--- config.mk ---
export PLATFORM = sky130hd
export DESIGN_NAME = weigh_feed_dispense_controller
export DESIGN_NICKNAME = d
export VERILOG_FILES = /design/src/rtl/core/wfdc_pkg.sv /design/src/rtl/core/wfdc_ctrl.sv /design/src/rtl/core/weigh_feed_dispense_controller.sv
export SDC_FILE = /design/constraint.sdc
export NUM_CORES = 1
export LEC_CHECK = 0
export ABC_AREA = 1
export BUFFER_PORTS_ARGS = -buffer_cell sky130_fd_sc_hd__buf_2
export CORE_UTILIZATION = 30
export CTS_CLUSTER_DIAMETER = 100
export DETAILED_ROUTE_END_ITERATION = 10
export PLACE_DENSITY = 0.43
export SYNTH_ARGS = -nofsm -noshare
export SYNTH_HDL_FRONTEND = slang
export SYNTH_SLANG_ARGS = --single-unit
--- constraint.sdc ---
create_clock -name clk -period 6.65 [get_ports clk]
set_clock_uncertainty 0.2 [all_clocks]
set_input_delay 0.3325 -clock clk [delete_from_list [all_inputs] [get_ports clk]]
set_output_delay 0.3325 -clock clk [all_outputs]
set_load 0.005 [all_outputs]
--- src/rtl/core/wfdc_pkg.sv ---
// ----------------------------------------------------------------------------
// wfdc_pkg
// Shared types and constants for the weigh-feed-dispense controller.
// ----------------------------------------------------------------------------
package wfdc_pkg;

  localparam int CmdValueW = 19;
  localparam int WeightW   = 20;
  localparam int HourW     = 5;
  localparam int MinuteW   = 6;
  localparam int TicksW    = 16;
  localparam int ReportW   = 19;
  localparam int DispW     = 20;
  localparam int CfgDataW  = 16;
  localparam int CfgIndexW = 2;

  // switch commands mean "on" for a value above 5
  localparam logic [CmdValueW-1:0] SWITCH_ON_ABOVE = 19'd5;

  localparam logic [TicksW-1:0] AUTO_TIMEOUT_RST = 16'd1000;
  localparam logic [TicksW-1:0] RUN_TIMEOUT_RST  = 16'd1500;
  localparam logic [HourW-1:0]  FEED_HOUR_FIRST_RST  = 5'd6;
  localparam logic [HourW-1:0]  FEED_HOUR_SECOND_RST = 5'd17;
  localparam logic [HourW-1:0]  HOUR_NONE = 5'd31;

  typedef enum logic [1:0] {
    CMD_NONE   = 2'd0,
    CMD_AUTO   = 2'd1,
    CMD_GRAM   = 2'd2,
    CMD_MANUAL = 2'd3
  } cmd_t;

  typedef enum logic [1:0] {
    MODE_IDLE   = 2'd0,
    MODE_AUTO   = 2'd1,
    MODE_GRAM   = 2'd2,
    MODE_MANUAL = 2'd3
  } mode_t;

  typedef enum logic [2:0] {
    CAUSE_NONE      = 3'd0,
    CAUSE_TARGET    = 3'd1,
    CAUSE_TIMEOUT   = 3'd2,
    CAUSE_CANCELLED = 3'd3,
    CAUSE_SWITCHED  = 3'd4
  } cause_t;

  typedef enum logic [CfgIndexW-1:0] {
    REG_AUTO_TIMEOUT = 2'd0,
    REG_RUN_TIMEOUT  = 2'd1,
    REG_HOUR_FIRST   = 2'd2,
    REG_HOUR_SECOND  = 2'd3
  } reg_index_t;

  typedef struct packed {
    logic [TicksW-1:0] auto_timeout;
    logic [TicksW-1:0] run_timeout;
    logic [HourW-1:0]  hour_first;
    logic [HourW-1:0]  hour_second;
  } cfg_t;

  typedef struct packed {
    logic [1:0]                cmd;
    logic [CmdValueW-1:0]      cmd_value;
    logic                      sample_ready;
    logic signed [WeightW-1:0] weight_sample;
    logic [HourW-1:0]          clock_hour;
    logic [MinuteW-1:0]        clock_minute;
  } item_t;

  typedef struct packed {
    logic                   motor_on;
    mode_t                  mode;
    logic [ReportW-1:0]     weight_report;
    cause_t                 cause;
    logic [DispW-1:0]       dispensed;
  } result_t;

endpackage

--- src/rtl/core/wfdc_ctrl.sv ---
// ----------------------------------------------------------------------------
// wfdc_ctrl
// Feeder control state and the per-period update: command handling, mode
// logic, run timeouts and dispensed-weight reporting.
// ----------------------------------------------------------------------------
module wfdc_ctrl (
  input  logic             clk,
  input  logic             rst,
  input  logic             en,
  input  wfdc_pkg::item_t  item,
  input  wfdc_pkg::cfg_t   cfg,
  output wfdc_pkg::result_t res
);
  import wfdc_pkg::*;

  // state registers
  mode_t                     mode;
  logic                      running;
  logic [TicksW-1:0]         ticks;
  logic signed [WeightW-1:0] start_w;
  logic [CmdValueW-1:0]      target;
  logic signed [WeightW-1:0] held;
  logic [HourW-1:0]          last_hour;

  mode_t                     mode_next;
  logic                      running_next;
  logic [TicksW-1:0]         ticks_next;
  logic signed [WeightW-1:0] start_w_next;
  logic [CmdValueW-1:0]      target_next;
  logic signed [WeightW-1:0] held_next;
  logic [HourW-1:0]          last_hour_next;

  cause_t                    cause;
  logic [DispW-1:0]          disp;
  logic                      started;
  logic                      switch_on;
  logic                      slot;
  logic                      tout;
  logic                      reached;
  logic signed [WeightW:0]   diff;

  function automatic logic [DispW-1:0] disp_of(logic signed [WeightW-1:0] s,
                                               logic signed [WeightW-1:0] h);
    logic signed [WeightW:0] d;
    d = {s[WeightW-1], s} - {h[WeightW-1], h};
    return (!d[WeightW] && (d != '0)) ? d[DispW-1:0] : '0;
  endfunction

  always_comb begin
    mode_next      = mode;
    running_next   = running;
    ticks_next     = ticks;
    start_w_next   = start_w;
    target_next    = target;
    last_hour_next = last_hour;
    cause          = CAUSE_NONE;
    disp           = '0;
    started        = 1'b0;
    tout           = 1'b0;
    slot           = 1'b0;
    diff           = '0;
    reached        = 1'b0;
    held_next      = item.sample_ready ? item.weight_sample : held;
    switch_on      = item.cmd_value > SWITCH_ON_ABOVE;

    unique case (cmd_t'(item.cmd))
      CMD_AUTO: begin
        if (switch_on) begin
          mode_next = MODE_AUTO;
        end else begin
          mode_next = MODE_IDLE;
          if (running_next) begin
            running_next = 1'b0;
            ticks_next   = '0;
            cause        = CAUSE_CANCELLED;
            disp         = disp_of(start_w_next, held_next);
          end
        end
      end
      CMD_GRAM: begin
        target_next = item.cmd_value;
        if (item.cmd_value != '0) begin
          mode_next = MODE_GRAM;
        end else begin
          mode_next = MODE_IDLE;
          if (running_next) begin
            running_next = 1'b0;
            ticks_next   = '0;
            cause        = CAUSE_CANCELLED;
            disp         = disp_of(start_w_next, held_next);
          end
        end
      end
      CMD_MANUAL: begin
        if (switch_on) begin
          start_w_next = held_next;
          running_next = 1'b1;
          ticks_next   = '0;
          started      = 1'b1;
          mode_next    = MODE_MANUAL;
        end else begin
          mode_next = MODE_IDLE;
          if (running_next) begin
            running_next = 1'b0;
            ticks_next   = '0;
            cause        = CAUSE_SWITCHED;
            disp         = disp_of(start_w_next, held_next);
          end
        end
      end
      default: ;
    endcase

    unique case (mode_next)
      MODE_AUTO: begin
        if (!running_next) begin
          slot = (item.clock_minute == '0) &&
                 ((item.clock_hour == cfg.hour_first &&
                   last_hour_next != cfg.hour_first) ||
                  (item.clock_hour == cfg.hour_second &&
                   last_hour_next != cfg.hour_second));
          if (slot) begin
            last_hour_next = item.clock_hour;
            start_w_next   = held_next;
            running_next   = 1'b1;
            ticks_next     = '0;
          end
        end else if (!started) begin
          if (ticks_next >= cfg.auto_timeout) begin
            running_next = 1'b0;
            ticks_next   = '0;
            cause        = CAUSE_TIMEOUT;
            disp         = disp_of(start_w_next, held_next);
            mode_next    = MODE_IDLE;
          end else begin
            ticks_next = ticks_next + 1'b1;
          end
        end
      end
      MODE_GRAM: begin
        if (!running_next && target_next != '0) begin
          start_w_next = held_next;
          running_next = 1'b1;
          ticks_next   = '0;
          started      = 1'b1;
        end
        if (running_next) begin
          if (!started) begin
            if (ticks_next >= cfg.run_timeout) tout = 1'b1;
            else ticks_next = ticks_next + 1'b1;
          end
          // weight drop since start versus target
          diff    = {start_w_next[WeightW-1], start_w_next}
                  - {held_next[WeightW-1], held_next};
          reached = $signed({diff[WeightW], diff}) >=
                    $signed({3'b000, target_next});
          if (tout || reached) begin
            running_next = 1'b0;
            ticks_next   = '0;
            cause        = tout ? CAUSE_TIMEOUT : CAUSE_TARGET;
            disp         = disp_of(start_w_next, held_next);
            mode_next    = MODE_IDLE;
            target_next  = '0;
          end
        end
      end
      MODE_MANUAL: begin
        if (running_next && !started) begin
          if (ticks_next >= cfg.run_timeout) begin
            running_next = 1'b0;
            ticks_next   = '0;
            cause        = CAUSE_TIMEOUT;
            disp         = disp_of(start_w_next, held_next);
          end else begin
            ticks_next = ticks_next + 1'b1;
          end
        end
      end
      MODE_IDLE: begin
        if (running_next) begin
          running_next = 1'b0;
          ticks_next   = '0;
          cause        = CAUSE_SWITCHED;
          disp         = disp_of(start_w_next, held_next);
        end
      end
      default: ;
    endcase
  end

  assign res.motor_on      = running_next;
  assign res.mode          = mode_next;
  assign res.weight_report = (!held_next[WeightW-1] && held_next != '0) ?
                             held_next[ReportW-1:0] : '0;
  assign res.cause         = cause;
  assign res.dispensed     = disp;

  always_ff @(posedge clk) begin
    if (rst) begin
      mode      <= MODE_IDLE;
      running   <= 1'b0;
      ticks     <= '0;
      start_w   <= '0;
      target    <= '0;
      held      <= '0;
      last_hour <= HOUR_NONE;
    end else if (en) begin
      mode      <= mode_next;
      running   <= running_next;
      ticks     <= ticks_next;
      start_w   <= start_w_next;
      target    <= target_next;
      held      <= held_next;
      last_hour <= last_hour_next;
    end
  end

endmodule

--- src/rtl/core/weigh_feed_dispense_controller.sv ---
// ----------------------------------------------------------------------------
// weigh_feed_dispense_controller
// Feeder motor controller with a weighing hopper: one request per control
// period, one result per request.
// ----------------------------------------------------------------------------
// Usage:
//   Input channel (in_valid / in_stall) carries one control period: an
//   optional command, a load-cell sample with its ready flag and the wall
//   clock hour and minute. Output channel (out_valid / out_stall) returns
//   motor state, mode, clamped held weight, stop cause and grams dispensed.
//   A request taken into the input register passes the control update into
//   the result register, and out_valid is high once the result is held
//   there. Throughput is one request per cycle while the receiver does not
//   stall, set by the control update whose state feeds the next request
//   directly.
//   When the receiver stalls, the result register holds and the input
//   register stays full; in_stall rises only when both are occupied.
//   Configuration writes (cfg_we, cfg_index, cfg_data) are registered; the
//   user must make them while no request is in flight (not enforced here).
//   Reset (rst, synchronous) empties both registers, puts the feeder in idle
//   with the motor off, clears the held weight and loads the default
//   timeouts and feeding hours.
// ----------------------------------------------------------------------------
module weigh_feed_dispense_controller (
  input  logic                                clk,
  input  logic                                rst,
  input  logic                                cfg_we,
  input  logic [wfdc_pkg::CfgIndexW-1:0]      cfg_index,
  input  logic [wfdc_pkg::CfgDataW-1:0]       cfg_data,
  input  logic                                in_valid,
  output logic                                in_stall,
  input  logic [1:0]                          cmd,
  input  logic [wfdc_pkg::CmdValueW-1:0]      cmd_value,
  input  logic                                sample_ready,
  input  logic signed [wfdc_pkg::WeightW-1:0] weight_sample,
  input  logic [wfdc_pkg::HourW-1:0]          clock_hour,
  input  logic [wfdc_pkg::MinuteW-1:0]        clock_minute,
  output logic                                out_valid,
  input  logic                                out_stall,
  output logic                                motor_on,
  output logic [1:0]                          feed_mode,
  output logic [wfdc_pkg::ReportW-1:0]        weight_report,
  output logic [2:0]                          stop_cause,
  output logic [wfdc_pkg::DispW-1:0]          dispensed
);
  import wfdc_pkg::*;

  cfg_t    cfg;
  logic    s1_valid;
  item_t   s1_item;
  logic    out_ready;
  logic    advance;
  result_t res_next;
  result_t res;

  assign out_ready = !out_valid || !out_stall;
  assign advance   = s1_valid && out_ready;
  assign in_stall  = s1_valid && !out_ready;

  always_ff @(posedge clk) begin
    if (rst) begin
      cfg.auto_timeout <= AUTO_TIMEOUT_RST;
      cfg.run_timeout  <= RUN_TIMEOUT_RST;
      cfg.hour_first   <= FEED_HOUR_FIRST_RST;
      cfg.hour_second  <= FEED_HOUR_SECOND_RST;
    end else if (cfg_we) begin
      unique case (reg_index_t'(cfg_index))
        REG_AUTO_TIMEOUT: cfg.auto_timeout <= cfg_data;
        REG_RUN_TIMEOUT:  cfg.run_timeout  <= cfg_data;
        REG_HOUR_FIRST:   cfg.hour_first   <= cfg_data[HourW-1:0];
        REG_HOUR_SECOND:  cfg.hour_second  <= cfg_data[HourW-1:0];
        default: ;
      endcase
    end
  end

  // input register
  always_ff @(posedge clk) begin
    if (rst) begin
      s1_valid <= 1'b0;
    end else if (!in_stall) begin
      s1_valid <= in_valid;
    end
  end

  always_ff @(posedge clk) begin
    if (in_valid && !in_stall) begin
      s1_item.cmd           <= cmd;
      s1_item.cmd_value     <= cmd_value;
      s1_item.sample_ready  <= sample_ready;
      s1_item.weight_sample <= weight_sample;
      s1_item.clock_hour    <= clock_hour;
      s1_item.clock_minute  <= clock_minute;
    end
  end

  wfdc_ctrl u_ctrl (
    .clk  (clk),
    .rst  (rst),
    .en   (advance),
    .item (s1_item),
    .cfg  (cfg),
    .res  (res_next)
  );

  // result register
  always_ff @(posedge clk) begin
    if (rst) begin
      out_valid <= 1'b0;
    end else if (out_ready) begin
      out_valid <= s1_valid;
    end
  end

  always_ff @(posedge clk) begin
    if (advance) begin
      res <= res_next;
    end
  end

  assign motor_on      = res.motor_on;
  assign feed_mode     = res.mode;
  assign weight_report = res.weight_report;
  assign stop_cause    = res.cause;
  assign dispensed     = res.dispensed;

endmodule

After elaboration in Yosys (flattened, before gate mapping)
Index checks and enable logic that the tools add are counted.
Widths: inputs -> output; s select.
- register bits: 225
- input bits: 76
- output and inout bits: 47
- logic and storage cells: 183
- add/sub/neg operators: 5
- magnitude comparators: 5
- equality and inequality tests: 13
- mux-type cells: 95
- bitwise operators: 1
- reductions and logical operators: 40
- operators by type and width (cell ; number):
    $mux 20 ; 21
    $mux 16 ; 17
    $pmux 20 s2 ; 2
    $pmux 20 s4 ; 1
    $mux 19 ; 4
    $pmux 16 s4 ; 1
    $reduce_bool 21->1 ; 3
    $sub 20x20->21 ; 3
    $ge 16x16->1 ; 3
    $pmux 16 s3 ; 1
    $reduce_bool 19->1 ; 2
    $mux 3 ; 12
    $add 16x1->16 const B ; 2
    $ge 21x20->1 ; 1
    $mux 1 ; 21
    $reduce_bool 20->1 ; 1
    $gt 19x3->1 const B ; 1
    $mux 2 ; 9
    $eq 2x2->1 const B ; 6
    $logic_and 1x1->1 ; 12
    $pmux 3 s4 ; 1
    $eq 5x5->1 ; 2
    $logic_not 1->1 ; 10
    $ne 5x5->1 ; 2
    other kinds (13) ; 21

Depth between registers and ports, before layout
- depth in word-level cells: 16
- depth in mapped cells: 48
- mapped depth without buffers: 42

Cells and area by module
From an unflattened synthesis, not the netlist that was laid out.
- cell total of the unflattened synthesis: 2614
- area total of the unflattened synthesis: 17659.4 um^2
- by module, submodules not included (module ; instances ; cells an instance ; area each (um^2) ; sequential area each (um^2)):
    wfdc_ctrl ; 1 ; 2260 ; 12894.9 ; 1661.6
    weigh_feed_dispense_controller ; 1 ; 354 ; 4764.6 ; 3823.7

Worst setup path after synthesis
No wires, ideal clock.
- path type: register to register
- from: register s1_item[51] (netlist bit)
- to: register res (netlist bit dispensed[14]), data pin
- library setup time: 0.255 ns
- arrival time: 5.175 ns
- required time: 6.195 ns
- slack: 1.020 ns
- stages on the path, launching flop included: 44
- buffers on the path: 5
- period minus slack after synthesis: 5.630 ns
- cells stage by stage: edfxtp_1 -> buf_6 -> inv_6 -> nand2_8 -> buf_8 -> nand2_1 -> nand2_2 -> nor2_1 -> nand3_1 -> nor2_1 -> nand2_2 -> nand3_4 -> buf_12 -> buf_6 -> o21ai_0 -> ha_1 -> fa_1 -> nand3b_1 -> [... 8 more ...] -> nand2_1 -> inv_1 -> nand2_1 -> nor4b_1 -> nand3b_1 -> nand2_1 -> nand2_1 -> nand3_1 -> nand2_1 -> nand2_2 -> nand2_2 -> nand2_1 -> nand2_1 -> buf_2 -> nand2_1 -> nand2_1 -> nor2_1 -> nor2_1
- RTL lines (element ; line ; source):
    start: declaration ; weigh_feed_dispense_controller.sv:50 ; item_t s1_item;
    end signal: assignment ; weigh_feed_dispense_controller.sv:117 ; res <= res_next;
    end: declaration ; weigh_feed_dispense_controller.sv:54 ; result_t res;

==> flow_summary.yaml <==
synth:
  ys_types: 62
  synth.area.mux_share: 0.00986
  synth_nets: 2642
  yosysTopAreaCell: "edfxtp_1"
  async_flop_share: 0
  yosys.area.top_type_share: 0.170
  synthSimpleGateAreaFrac: 0.274
  yosysSeqAreaShare: 0.318
  synth_edf_count: 98
  synth-main-ff-cell: "dfxtp_1"
  synth_adder_area_share: 0.0999
  synth_area_per_cell_um2: 7.11
  netlist_area_um2: 17300
  ys_top_cells_by_area: "edfxtp_1 (17%), dfxtp_1 (15%), nand2_1 (13%)"
  synthXorXnorAreaFrac: 0.0360
  synthCells: 2430
  synth_warnings: 0
  synth_top_family_by_area: "simple AND/OR/NAND/NOR gates"
  synth-compound-area-share: 0.175
  ys_seq_elements: 225
global_routing:
  antenna_found_initial: 0
  grt_pass1_vias: 17200
  grt_use_total: 0.221
  grt_pass1_wl_um: 101000
  grt-ovfl-total: 0
  grt_max_degree: 153
setup_path:
  startpoint: "s1_item[35]"
  r2r-start: "s1_item[35]"
  critPathMaxFanout: 38
  cp.arrival_ns: 6.47
  cp_common_cell: "nand2_1"
  crit_path_end_kind: "flop"
  path_class: "reg2reg"
  worstPathRequired_ns: 6.87
  start_kind: "flop"
  cp_slowest_cell: "edfxtp_1"
  crit_path_max_incr_delay_ns: 0.48
sta:
  setup_viol: 0
  fin_crit_sh: 0.939
  finalCriticalPeriod_ns: 6.25
  slew_viol_final: 0
  slew_headroom: 0.221
  final.setup.tns_ns: 0
  worst_pin_slew_ns: 1.16
  hold_viol: 0
  fmax_mhz: 160
cells_and_area:
  fin_nets: 2839
  seq_area_um2: 5490
  fillCellCount: 6081
  diodes: 0
  multiInputGateArea_um2: 10400
  final_layout_size_suffix_gt1_frac: 0.122
  syn_to_final_growth_pct: 20.6
  fin_cells: 3407
pwr:
  power_density_nw_per_um2: 252
  irDropWorstVdd_v: 0.000209
  total_power_mw: 5.25
  p_leak_nw: 9.55
routing:
  vias_per_cell: 5.10
  post-route-drc-count: 0
  first_pass_iters: 7
  routed_wl_um: 66000
  wl_per_cell_um: 19.4
  vias: 17400
  drt_first_iter_violations: 1259
  drtAntennaViolNets: 0
floorplan:
  die_h_um: 242
  fp.dieArea_um2: 58500
  std_cell_rows: 87
  die_w_um: 242
  pin_count: 123
  initial_utilization: 0.305
  core_area_um2: 56600
cts:
  htreeDepth: 1
  cts_buffers: 30
  clk_latency_ns: 0.61
  clk_pin_slew_ns: 0.07
  clock_sinks: 225
  cts_tree: "done"
  root_buffer: "clkbuf_16"
  clockBufferDepth: 3
run_status:
  status: "finished, final reports clean"
placed_design:
  gp_congestion: 0.945
  place_hpwl_um: 49400
  dp.cells: 3267
  portBuffers: 122
job:
  maxCapViolCount: 0
hold_path:
  hp-class: "in2reg"
  hold_start: "rst"
==> layout by cell type, fill, tap and decap left out, drive strengths merged, types with 51 or more instances in the layout <==
cell	synthesis	routed
edfxtp	98	98
dfxtp	127	127
nor2	228	228
buf	39	173
ha	133	133
dlygate4sd3	0	76
xor2	51	51
nand3	161	161
inv	283	285
nand2	602	602
a21oi	210	210
o21ai	163	163
==> logic make-up (layout without fill, tap and decap cells) <==
kind of cell	after synthesis	count (layout)
XOR/XNOR	71	71
adder cells (fa/ha/maj)	136	136
flip-flops	225	225
AND/OR/NAND/NOR	1091	1091
buffers and inverters	370	591
AO/OA/AOI/OAI	520	520
multiplexers	17	17
==> Yosys cell counts, drive strengths merged, types with 2 or more instances <==
cell	number
a211oi	7
a21boi	7
a21o	13
a21oi	210
a221oi	3
a22oi	7
a31oi	6
and2	2
buf	39
clkbuf	48
dfxtp	127
edfxtp	98
fa	3
ha	133
inv	283
mux2i	17
nand2	602
nand3	161
nand3b	4
nand4	31
nor2	228
nor3	30
nor4	8
o2111ai	20
o211ai	47
o21a	4
o21ai	163
o21bai	8
o221ai	2
o22ai	17
o31ai	3
or2	5
or3	18
xnor2	20
xor2	51
==> report_power, final <==
part / switching [mW] / internal (mW)
clock: 0.681 / 1.05
sequential: 0.0498 / 1.53
combinational: 1.31 / 0.627
==> layer usage <==
metal	vias up	routed length, µm	global-route usage
met3	102	2570	0.0188
met2	445	32500	0.394
met4	0	1530	0.0620
met5	-	0	0
li1	8606	-	-
met1	8228	29500	0.283
==> sequential cells by signal, indices dropped and copies added (netlist names), 3 cells and up <==
register / flops
u_ctrl.ticks: 16
u_ctrl.target: 19
weight_report: 19
u_ctrl.held: 20
u_ctrl.start_w: 20
s1_item: 53
u_ctrl.last_hour: 5
cfg: 42
stop_cause: 3
dispensed: 20
==> worst max-delay path, delay by kind of cell, from the launching register on <==
kind | cells | cell delay [ns]
xor+xnor | 1 | 0.23
fa+ha+maj | 2 | 0.71
buf+inv | 6 | 0.79
flops | 1 | 0.48
simple gates | 23 | 2.58
compound gates | 5 | 1.07
==> path summary, 6_finish.rpt <==
check,end,slack (ns),depth (start not counted)
worst max-delay path,dispensed[14],0.40,37
worst min-delay path,u_ctrl.ticks[2],0.17,3
worst max register to register,dispensed[14],0.40,37
worst min register to register,cfg[36],0.26,2
==> stage by stage <==
stage               worst slack [ns]  cell area (µm²)  hold WS, ns  utilization
global route                 -0.0200            20800        0.163        0.368
floorplan                       1.02            17300        0.231            -
global placement              0.0684            18800        0.253        0.332
detailed placement            0.0957            18800        0.258        0.332
CTS                           0.0746            20600        0.129        0.364
finish                         0.403            20800        0.170        0.368
==> timing repair <==
item / 4_1_cts / 5_1_grt
endpoints found under the hold margin: 97 / 0
setup endpoints to repair: 0 / 43
setup buffers: 0 / 6
hold buffers: 76 / 0
resized for setup: 0 / 34
==> final cells by class <==
class                      count  area share
clock buffer                  42      0.0407
clock inverter                14      0.0101
inverter                     283      0.0512
multi-input combinational   1835       0.500
sequential                   225       0.263
tap                          756      0.0454
timing repair buffer         252      0.0896
(Power assumes the default switching activity.)
